[src/sv/assert_macros.svh]
// Assertion macros for the converter RTL
`ifndef ASSERT_MACROS_SVH
`define ASSERT_MACROS_SVH
`ifndef SYNTHESIS
// Clocked implication check, disabled while reset is asserted
`define CTN_ASSERT(label, clk, rstn, prop, msg) \
    label: assert property (@(posedge clk) disable iff (!rstn) prop) else $error(msg);
// Clocked check that also runs during reset
`define CTN_ASSERT_ALWAYS(label, clk, prop, msg) \
    label: assert property (@(posedge clk) prop) else $error(msg);
`else
`define CTN_ASSERT(label, clk, rstn, prop, msg)
`define CTN_ASSERT_ALWAYS(label, clk, prop, msg)
`endif
`endif

[src/sv/ctn_pkg.sv]
// Shared types and constants for the ticks-to-nanoseconds converter
`timescale 1ns / 1ps
package ctn_pkg;
    localparam logic [63:0] NS_PER_SEC   = 64'd1000000000;
    // Largest seconds count whose product with NS_PER_SEC fits in 64 bits
    localparam logic [63:0] SECS_LIMIT   = 64'hFFFF_FFFF_FFFF_FFFF / NS_PER_SEC;
    localparam int          DIV1_STEPS   = 64;
    localparam int          DIV2_STEPS   = 30;

    typedef enum logic {
        REG_TICK_OFFSET = 1'b0,
        REG_COUNTER_FREQ = 1'b1
    } reg_index_t;

    // Request as it travels through the divider cells
    typedef struct packed {
        logic        valid;
        logic        ok;
        logic [63:0] num;
        logic [31:0] rem;
        logic [63:0] quo;
        logic [63:0] aux;
    } div_t;
endpackage

[src/sv/ctn_div_cell.sv]
// One restoring-division cell: develops one quotient bit per request
`timescale 1ns / 1ps
module ctn_div_cell (
    input  logic               aclk,
    input  logic               aresetn,
    input  logic               en,
    input  logic [31:0]        freq,
    input  ctn_pkg::div_t      d_in,
    output ctn_pkg::div_t      d_out
);
    import ctn_pkg::*;

    div_t        d_reg;
    div_t        d_next;
    logic [32:0] trial;
    logic        take;

    // Shift in the next dividend bit and try a subtract
    always_comb begin
        trial  = {d_in.rem, d_in.num[63]};
        take   = trial >= {1'b0, freq};
        d_next = d_in;
        d_next.num = {d_in.num[62:0], 1'b0};
        d_next.quo = {d_in.quo[62:0], take};
        d_next.rem = take ? 32'(trial - {1'b0, freq}) : trial[31:0];
    end

    always_ff @(posedge aclk) begin
        if (!aresetn) begin
            d_reg.valid <= 1'b0;
        end else if (en) begin
            d_reg.valid <= d_next.valid;
        end
        if (en) begin
            d_reg.ok  <= d_next.ok;
            d_reg.num <= d_next.num;
            d_reg.rem <= d_next.rem;
            d_reg.quo <= d_next.quo;
            d_reg.aux <= d_next.aux;
        end
    end

    assign d_out = d_reg;
endmodule

[config.mk]
export PLATFORM = sky130hd
export DESIGN_NAME = ctn_div_cell
export DESIGN_NICKNAME = d
export VERILOG_FILES = /design/src/sv/assert_macros.svh /design/src/sv/ctn_pkg.sv /design/src/sv/ctn_div_cell.sv
export SDC_FILE = /design/constraint.sdc
export NUM_CORES = 1
export LEC_CHECK = 0
export BUFFER_PORTS_ARGS = -buffer_cell sky130_fd_sc_hd__buf_2
export CORE_AREA = 2 2 188 190
export DETAILED_ROUTE_END_ITERATION = 8
export DIE_AREA = 0 0 190 192
export GPL_ROUTABILITY_DRIVEN = 0
export PLACE_DENSITY = 0.57
export SYNTH_ARGS = -nofsm -noshare
export SYNTH_HDL_FRONTEND = slang
export SYNTH_SLANG_ARGS = --single-unit
export TNS_END_PERCENT = 10
[constraint.sdc]
create_clock -name aclk -period 3.4 [get_ports aclk]
set_input_delay 0.51 -clock aclk [delete_from_list [all_inputs] [get_ports aclk]]
set_output_delay 0.51 -clock aclk [all_outputs]
set_load 0.01 [all_outputs]
==> out/results.tsv, run 1 <==
stage	metric	value	unit
cts	post-CTS setup buffer count	0	
global_route	met1 Usage GRT	18.5	%
routing	Initial DRC Count	345	
cts	Max Root-Sink Buffers	3	
global_route	met3 usage	4.57	%
pwr	Power Total	0.00736	W
pwr	Seq pwr share	46.4	%
final_layout	# nets final	1397	
sta	endpoints failing setup	0	
floorplanning	IO Count	487	
floorplanning	chip width	190	um
synthesis	area leader, netlist	edfxtp_1	
global_route	Total GRT Usage	16.2	%
pwr	power density over the cells	563	nW/um^2
sta	RSZ-0062 raised after global routing	no	
final_layout	final core occ	38.1	%
synthesis	register area share after synthesis	75.1	%
setup_path	critical path arrival	3440	ps
routing	drt wl/cell	20.2	um
cts	Sink Count	225	
sta	Worst-Margin Slew	685	ps
setup_path	crit end category	register	
final_layout	Largest register FFs	225	
sta	clk_skew	0	ps
sta	Final Hold Fails	0	
sta	setup tns final	0	ps
synthesis	Most used DFF post-synth	edfxtp_1	
pwr	Leak	5.76	nW
routing	vias	6826	
global_route	initial antenna violation count	6	
pwr	Clock power frac	37.8	%
synthesis	Post-synth EDFFs	224	
pwr	Max VDD drop	0.343	mV
sta	worst rel slew slack	54.3	%
min_path	Min-Delay Path Class	in -> reg	
pwr	Comb pwr share	15.8	%
synthesis	Post-Syn Area per Cell	15.7	sq um
floorplanning	Core Footprint	34300	sq um
synthesis	synthesized cell area	8980	sq um
synthesis	asr flop ratio synth	0	%
cts	clock latency on the worst-skew pair	550	ps
global_route	grt ovf	0	
global_route	number of global-route vias before repair	6666	
synthesis	Synthesis Warnings	0	
cts	H-tree levels	1	
floorplanning	total die area	36500	sq um
outcome	outcome	finished clean	
routing	Post-Route WL	32000	um
pwr	switch share	25.6	%
sta	Hold Slack	133	ps
floorplanning	Die Height	192	um
final_layout	Syn-to-layout area delta	45.5	%
setup_path	Critical Path RT	3700	ps
synthesis	post-synth top area share	74.9	%
sta	min cycle time layout	3140	ps
cts	clock-pin slew on the worst setup and hold paths	60	ps
routing	via-per-instance ratio	4.30	
cts	root buffer cell	clkbuf_16	
setup_path	Crit Path Max Fanout	4	
sta	Tcrit/Tclk final	92.4	%
place	port bufs	484	
flow_run	max cap viols	0	
global_route	most used routing layer	met2	
pwr	sw power	0.00188	W
cts	hold-fix buffers at CTS	0	
synthesis	Post-Synthesis Cells	572	
routing	Final ANT Viol Nets	0	
synthesis	largest cells by area after synthesis	edfxtp_1, ha_1, a21oi_1	
synthesis	Synth cell types	49	
global_route	largest net degree at the start of global routing	83	
cts	CTS Buf Count	27	
setup_path	Crit Path Class	in -> reg	
routing	First-pass DRT Iterations	5	
final_layout	final instance area	13100	sq um
global_route	first-pass GRT wire length	43100	um
routing	DRC Markers	0	
floorplanning	num rows	68	
place	DPL Wire Length	25500	um
sta	Pins Over Slew Limit	0	
sta	Peak Freq	318	MHz
setup_path	Setup crit start kind	input pin	
floorplanning	starting density of the core	26.2	%
synthesis	Syn Nets	866	
cts	CTS-repair resized insts	0	
pwr	Pint	0.00548	W
synthesis	synthesis-stage register bit count	225	
global_route	GRT met2 Usage	29.0	%
cts	CTS tree	yes	
place	Placement Cell Area	12200	sq um
final_layout	share of post-route cells with drive strength above 1	50.6	%
## cells by family (layout without fill, tap and decap cells)
| logic type | Yosys count | after routing | share of synthesized area, % |
|---|---|---|---|
| adder cells (fa/ha/maj) | 33 | 33 | 4.68 |
| AO/OA/AOI/OAI | 118 | 118 | 8.19 |
| AND/OR/NAND/NOR | 99 | 99 | 5.11 |
| multiplexers | 13 | 13 | 1.59 |
| buffers and inverters | 56 | 608 | 2.63 |
| XOR/XNOR | 27 | 27 | 2.63 |
| other | 1 | 8 | 0.0418 |
| flip-flops | 225 | 225 | 75.1 |
## critical path, stage by stage
cell      delay [ps]
buf_2             90
inv_1             40
ha_1             210
fa_1             390
nand2b_1         190
a21oi_1          180
o21ai_0          230
o311a_1          390
a31oi_1          270
a21oi_1          200
o41ai_1          330
xor2_1           110
mux2_1           300
## path summary, 6_finish.rpt
path                                         startpoint                       to  slack [ps]  cells past startpoint
worst max register to register  d_out[225]$_SDFFE_PN0P_  d_out[225]$_SDFFE_PN0P_        2810                      2
worst min-delay path                           d_in[13]      d_out[13]$_DFFE_PP_         130                      1
worst max-delay path                          d_in[223]     d_out[158]$_DFFE_PP_         260                     13
worst min register to register  d_out[225]$_SDFFE_PN0P_  d_out[225]$_SDFFE_PN0P_         510                      2
## through the flow
stage / worst slack (ps) / cells
3_3_place_gp: -220 / 1529
6_report: 259 / 1586
3_5_place_dp: -286 / 1529
2_1_floorplan: 115 / 572
5_1_grt: 171 / 1583
4_1_cts: 315 / 1579
## routing by layer
metal / vias to the layer above / share of wire [%]
met2: 280 / 52
met5: - / 0.041
li1: 3233 / -
met4: 2 / 2.2
met3: 38 / 8.2
met1: 3273 / 38
## cells in the final DEF, fill, tap and decap left out, drive strengths merged, types with 3 or more instances in the layout
cell,count
mux2i,3
nor2,36
clkinv,12
ha,32
nor2b,3
a21o,12
diode,7
nand2b,4
nand4,7
o21a,6
a21oi,54
a211oi,4
a31oi,5
o211ai,4
nand3,8
o21bai,3
nand2,27
edfxtp,224
xnor2,16
mux2,10
nor4,4
inv,39
xor2,11
buf,520
o21ai,17
clkbuf,33
## synthesized netlist by cell type (7+ instances only)
master    instances
a21o_1           12
a21oi_1          54
buf_2             8
edfxtp_1        224
ha_1             32
inv_1            38
nand2_1          27
nand3_1           8
nand4_1           7
nor2_1           36
o21ai_0          16
xnor2_1          16
xor2_1           11
## power by group through the flow
stage | Sequential, W | Combinational [W] | Clock, W
finish | 0.00341 | 0.00116 | 0.00278
global route | 0.00343 | 0.00126 | 0.00298
CTS | 0.00341 | 0.00118 | 0.00288
detailed placement | 0.00347 | 0.00118 | 0
global placement | 0.00346 | 0.00117 | 0
floorplan | 0.00361 | 0.000370 | 0
## area by class of cell
type,instances,area [sq um]
Antenna cell,7,17.5
Clock buffer,33,698
Clock inverter,17,159
Fill cell,3409,21200
Inverter,38,143
Multi-Input combinational cell,291,2000
Sequential cell,225,6750
Tap cell,455,569
Timing Repair Buffer,520,2740
Power figures use the tool's default switching activity.
==> run 2: changes to the inputs <==
CORE_AREA = 2 2 189 191   (was 2 2 188 190)
DIE_AREA = 0 0 191 193   (was 0 0 190 192)
==> run 2 against run 1 <==
Net effect: sequential cell count stayed put; sequential power hardly changed; final cell count hardly changed; clock power rose by 8.6%; sequential share of layout area fell by 0.30 points; via count shrank 1.3%; global-route usage is 1.1 points lower; first-iteration DRC count decreased by 29%; largest cell class unchanged; largest power group unchanged.
==> out/results.tsv, run 2 (synthesis results as in run 1) <==
stage	metric	value	unit
min_path	Min-Delay Path Class	in -> reg	
setup_path	Crit Path Max Fanout	4	
global_route	first-pass GRT wire length	41100	um
global_route	Total GRT Usage	15.1	%
sta	Worst-Margin Slew	522	ps
place	port bufs	484	
routing	DRC Markers	0	
floorplanning	Die Height	193	um
cts	post-CTS setup buffer count	0	
place	Placement Cell Area	12200	sq um
final_layout	# nets final	1397	
setup_path	Worst path max stage delay	390	ps
final_layout	most frequent cells in the layout	buf_2, edfxtp_1, a21oi_1	
routing	Initial DRC Count	246	
cts	root buffer cell	clkbuf_16	
final_layout	final instance area	13100	sq um
cts	CTS tree	yes	
routing	Final ANT Viol Nets	0	
setup_path	Critical Path RT	3700	ps
sta	fin worst setup slack	230	ps
floorplanning	chip width	191	um
cts	CTS Buf Count	26	
final_layout	Syn-to-layout area delta	46.4	%
cts	hold-fix buffers at CTS	0	
cts	CTS-repair resized insts	0	
sta	Final Hold Fails	0	
floorplanning	num rows	69	
final_layout	commonest non-fill, non-tap cell in the layout	buf_2	
pwr	power density over the cells	576	nW/um^2
cts	clock-pin slew on the worst setup and hold paths	60	ps
setup_path	crit path cell chain	buf_2, inv_1, ha_1, fa_1, nand2b_1, a21oi_1, o21ai_0, o311a_1, a31oi_1, a21oi_1, o41ai_1, xor2_1, mux2_1	
sta	Peak Freq	315	MHz
sta	clk_skew	0	ps
final_layout	share of post-route cells with drive strength above 1	51.2	%
cts	Max Root-Sink Buffers	3	
cts	Sink Count	225	
setup_path	Crit Path Class	in -> reg	
setup_path	critical path arrival	3470	ps
routing	via-per-instance ratio	4.24	
sta	setup tns final	0	ps
setup_path	crit end category	register	
final_layout	Largest register FFs	225	
global_route	initial antenna violation count	7	
setup_path	Buf/Inv on CP	2	
floorplanning	IO Count	487	
sta	worst rel slew slack	65.2	%
flow_run	max cap viols	0	
place	dpl ws	-300	ps
sta	RSZ-0062 raised after global routing	no	
floorplanning	starting density of the core	25.7	%
routing	First-pass DRT Iterations	6	
setup_path	most frequent CP cell	a21oi_1	
place	DPL Wire Length	24100	um
final_layout	Final Non-Filler Cells	1587	
pwr	Leak	5.80	nW
cts	H-tree levels	1	
routing	drt wl/cell	19.1	um
sta	endpoints failing setup	0	
cts	clock latency on the worst-skew pair	540	ps
sta	min cycle time layout	3170	ps
routing	Post-Route WL	30300	um
global_route	largest net degree at the start of global routing	85	
routing	vias	6735	
place	cell count after placement	1536	
setup_path	CP delay by family, top	compound AO/OA/AOI/OAI gates	
sta	Pins Over Slew Limit	0	
floorplanning	total die area	36900	sq um
sta	Tcrit/Tclk final	93.2	%
floorplanning	Core Footprint	35000	sq um
setup_path	slowest cell on the critical path	o311a_1	
outcome	outcome	finished clean	
global_route	number of global-route vias before repair	6537	
global_route	grt ovf	0	
setup_path	Setup crit start kind	input pin	
pwr	Max VDD drop	0.439	mV
## run 2: layout make-up
class / count / area, sq um
Fill cell: 3491 / 21800
Sequential cell: 225 / 6750
Timing Repair Buffer: 521 / 2750
Multi-Input combinational cell: 291 / 2000
Clock buffer: 28 / 658
Tap cell: 461 / 577
Clock inverter: 18 / 265
Inverter: 38 / 143
Antenna cell: 5 / 12.5
## run 2: worst reg2reg max path, delay by kind of cell (launching register included)
family / cells / cell delay [ps]
multiplexers: 1 / 120
AND/OR/NAND/NOR: 1 / 60
flip-flops: 1 / 310
## run 2: through the flow
step           power [W]  hold slack, ps  util [%]
2_1_floorplan    0.00398             538         -
6_report         0.00758             138      37.6
4_1_cts          0.00770             107      37.6
3_3_place_gp     0.00462             495      34.9
5_1_grt          0.00790             109      37.6
3_5_place_dp     0.00463             510      34.9
## run 2: layer usage
metal  track usage (%)  wire length [um]  up-vias
met5                 0                25        -
met4              5.66               836        4
met3              4.31              2500       45
met2              26.4             15300      286
met1              17.6             11700     3169
li1                  -                 -     3231
## run 2: path summary, 6_finish.rpt
kind	cells past startpoint	from	end	slack, ps
hold / removal	1	d_in[114]	d_out[115]$_DFFE_PP_	140
hold reg to reg	2	d_out[225]$_SDFFE_PN0P_	d_out[225]$_SDFFE_PN0P_	520
setup reg to reg	2	d_out[225]$_SDFFE_PN0P_	d_out[225]$_SDFFE_PN0P_	2810
setup / recovery	13	d_in[223]	d_out[158]$_DFFE_PP_	230
## run 2: power breakdown
| group | switching [W] | internal (W) | leakage [nW] |
|---|---|---|---|
| registers | 0.0000628 | 0.00335 | 2.20 |
| clock network | 0.00116 | 0.00186 | 0.446 |
| logic | 0.000648 | 0.000504 | 3.16 |
| total | 0.00187 | 0.00571 | 5.80 |
==> run 3: changes to the inputs <==
BUFFER_PORTS_ARGS = unset   (was -buffer_cell sky130_fd_sc_hd__buf_2)
DONT_BUFFER_PORTS = 1   (was unset)
PLACE_DENSITY = 0.44   (was 0.57)
==> run 3 against run 2 <==
Net effect: clock power fell by 9.6%; highest routed layer unchanged; maximum frequency rose by 5.3%; global-route usage fell by 1.5 points; register-to-register slack got worse by 150 ps; via count fell by 26%; wire length fell by 8.3%; largest power group unchanged; worst setup slack improved by 160 ps; clock skew did not move; final cell count fell by 31%; critical endpoint unchanged; combinational power fell by 55%.
==> out/results.tsv, run 3 (synthesis results as in run 1) <==
stage	metric	value	unit
outcome	outcome	finished clean	
place	port bufs	0	
pwr	Leak	3.83	nW
final_layout	Sequential Area	6750	sq um
setup_path	Crit Path Class	in -> reg	
pwr	Power Total	0.00691	W
pwr	switch share	25.3	%
cts	post-CTS setup buffer count	0	
floorplanning	IO Count	487	
place	DPL Wire Length	21200	um
global_route	met3 usage	6.70	%
routing	Final ANT Viol Nets	0	
global_route	first-pass GRT wire length	36200	um
floorplanning	chip width	191	um
min_path	WHS Path Cells	0	
pwr	power density over the cells	653	nW/um^2
setup_path	CP startpoint	d_in[223]	
pwr	sw power	0.00175	W
setup_path	Setup crit start kind	input pin	
setup_path	RR Endpoint	d_out[225]$_SDFFE_PN0P_	
pwr	Seq pwr share	53.0	%
final_layout	Largest register FFs	225	
cts	CTS Buf Count	26	
setup_path	Critical Path RT	3690	ps
final_layout	commonest non-fill, non-tap cell in the layout	edfxtp_1	
global_route	number of global-route vias before repair	4962	
setup_path	flop2flop setup slack	2660	ps
min_path	Min-Delay Path Class	in -> reg	
sta	RSZ-0062 raised after global routing	no	
floorplanning	num rows	69	
global_route	met1 Usage GRT	14.9	%
setup_path	Crit Reg-Reg Startpoint	d_out[225]$_SDFFE_PN0P_	
final_layout	Syn-to-layout area delta	17.7	%
sta	Pins Over Slew Limit	0	
global_route	grt ovf	0	
sta	endpoints failing setup	0	
sta	Peak Freq	332	MHz
global_route	most used routing layer	met2	
flow_run	max cap viols	0	
pwr	Clock power frac	39.6	%
sta	setup tns final	0	ps
min_path	hold endpoint	d_out[36]$_DFFE_PP_	
setup_path	crit end category	register	
routing	drt wl/cell	25.3	um
min_path	HP Start	d_in[36]	
sta	Final Hold Fails	0	
sta	min cycle time layout	3010	ps
cts	Sink Count	225	
final_layout	# fillers	3456	
global_route	Total GRT Usage	13.6	%
setup_path	critical path arrival	3300	ps
cts	clock latency on the worst-skew pair	540	ps
setup_path	Crit Path Max Fanout	3	
floorplanning	starting density of the core	25.7	%
final_layout	# nets final	907	
final_layout	share of post-route cells with drive strength above 1	13.7	%
cts	CTS tree	yes	
cts	H-tree levels	1	
place	dpl ws	-145	ps
cts	CTS-repair resized insts	0	
pwr	Max VDD drop	0.485	mV
cts	Max Root-Sink Buffers	3	
cts	hold-fix buffers at CTS	0	
global_route	GRT met2 Usage	23.0	%
cts	clock-pin slew on the worst setup and hold paths	70	ps
pwr	Comb pwr share	7.5	%
routing	Initial DRC Count	370	
floorplanning	Core Footprint	35000	sq um
routing	DRC Markers	0	
routing	via-per-instance ratio	4.57	
global_route	largest net degree at the start of global routing	226	
routing	First-pass DRT Iterations	6	
floorplanning	total die area	36900	sq um
final_layout	multi-input logic area	2000	sq um
sta	fin worst setup slack	389	ps
routing	Post-Route WL	27800	um
final_layout	most frequent cells in the layout	edfxtp_1, a21oi_1, inv_1	
sta	Tcrit/Tclk final	88.6	%
cts	root buffer cell	clkbuf_16	
sta	clk_skew	0	ps
sta	worst rel slew slack	44.0	%
floorplanning	Die Height	193	um
setup_path	reg2reg path depth	2	
routing	vias	5013	
global_route	initial antenna violation count	8	
sta	Worst-Margin Slew	840	ps
pwr	Pint	0.00516	W
[run 3: cell types whose count changed in the layout (fill, tap and decap cells not counted), moves of 2 or more]
cell and delta:
clkinv_4 +2, buf_12 -2, clkbuf_8 +2, buf_4 -4, bufinv_16 -5, diode_2 -3, buf_2 -483, clkinv_1 -2
[run 3: layer usage]
metal | vias to the layer above | share of wire [%] | wire length (um)
met5 | - | 0.21 | 57
li1 | 2249 | - | -
met2 | 277 | 50 | 13900
met4 | 10 | 2.4 | 671
met1 | 2431 | 36 | 10000
met3 | 46 | 11 | 3130
[run 3: worst max-delay path by stage]
stage	endpoint	slack [ps]	cells past startpoint
6_report	d_out[158]$_DFFE_PP_	390	12
5_1_grt	d_out[158]$_DFFE_PP_	210	12
4_1_cts	d_out[158]$_DFFE_PP_	430	12
3_5_place_dp	d_out[158]$_DFFE_PP_	-150	12
3_3_place_gp	d_out[158]$_DFFE_PP_	-160	12
2_1_floorplan	d_out[141]$_DFFE_PP_	110	12
[run 3: through the flow]
stage	hold WS (ps)	std cells	util, %	cell area [sq um]
floorplan	538	572	-	8980
global placement	606	1046	27.8	9710
detailed placement	609	1046	27.8	9710
CTS	13.4	1094	30.2	10600
global route	14.3	1095	30.2	10600
finish	53.4	1096	30.2	10600
[run 3: area by class of cell]
class                   count  area share [%]
multi-input cells         291            18.9
diodes                      2          0.0473
clock inverters            17            1.57
well taps                 461            5.46
clock buffers              31            6.52
inverters                  38            1.35
flip-flops and latches    225            63.8
repair buffers             31            2.32
[run 3: critical path, cell delays in order]
cell      delay [ps]
inv_1             20
ha_1             200
fa_1             400
nand2b_1         180
a21oi_1          190
o21ai_0          190
o311a_1          380
a31oi_1          270
a21oi_1          170
o41ai_1          370
xor2_1           110
mux2_1           300
[run 3: power by group through the flow]
stage	combinational (W)	clock (W)	sequential, W
finish	0.000516	0.00273	0.00366
global route	0.000579	0.00294	0.00368
CTS	0.000520	0.00285	0.00367
detailed placement	0.000515	0	0.00373
global placement	0.000512	0	0.00373
floorplan	0.000370	0	0.00361
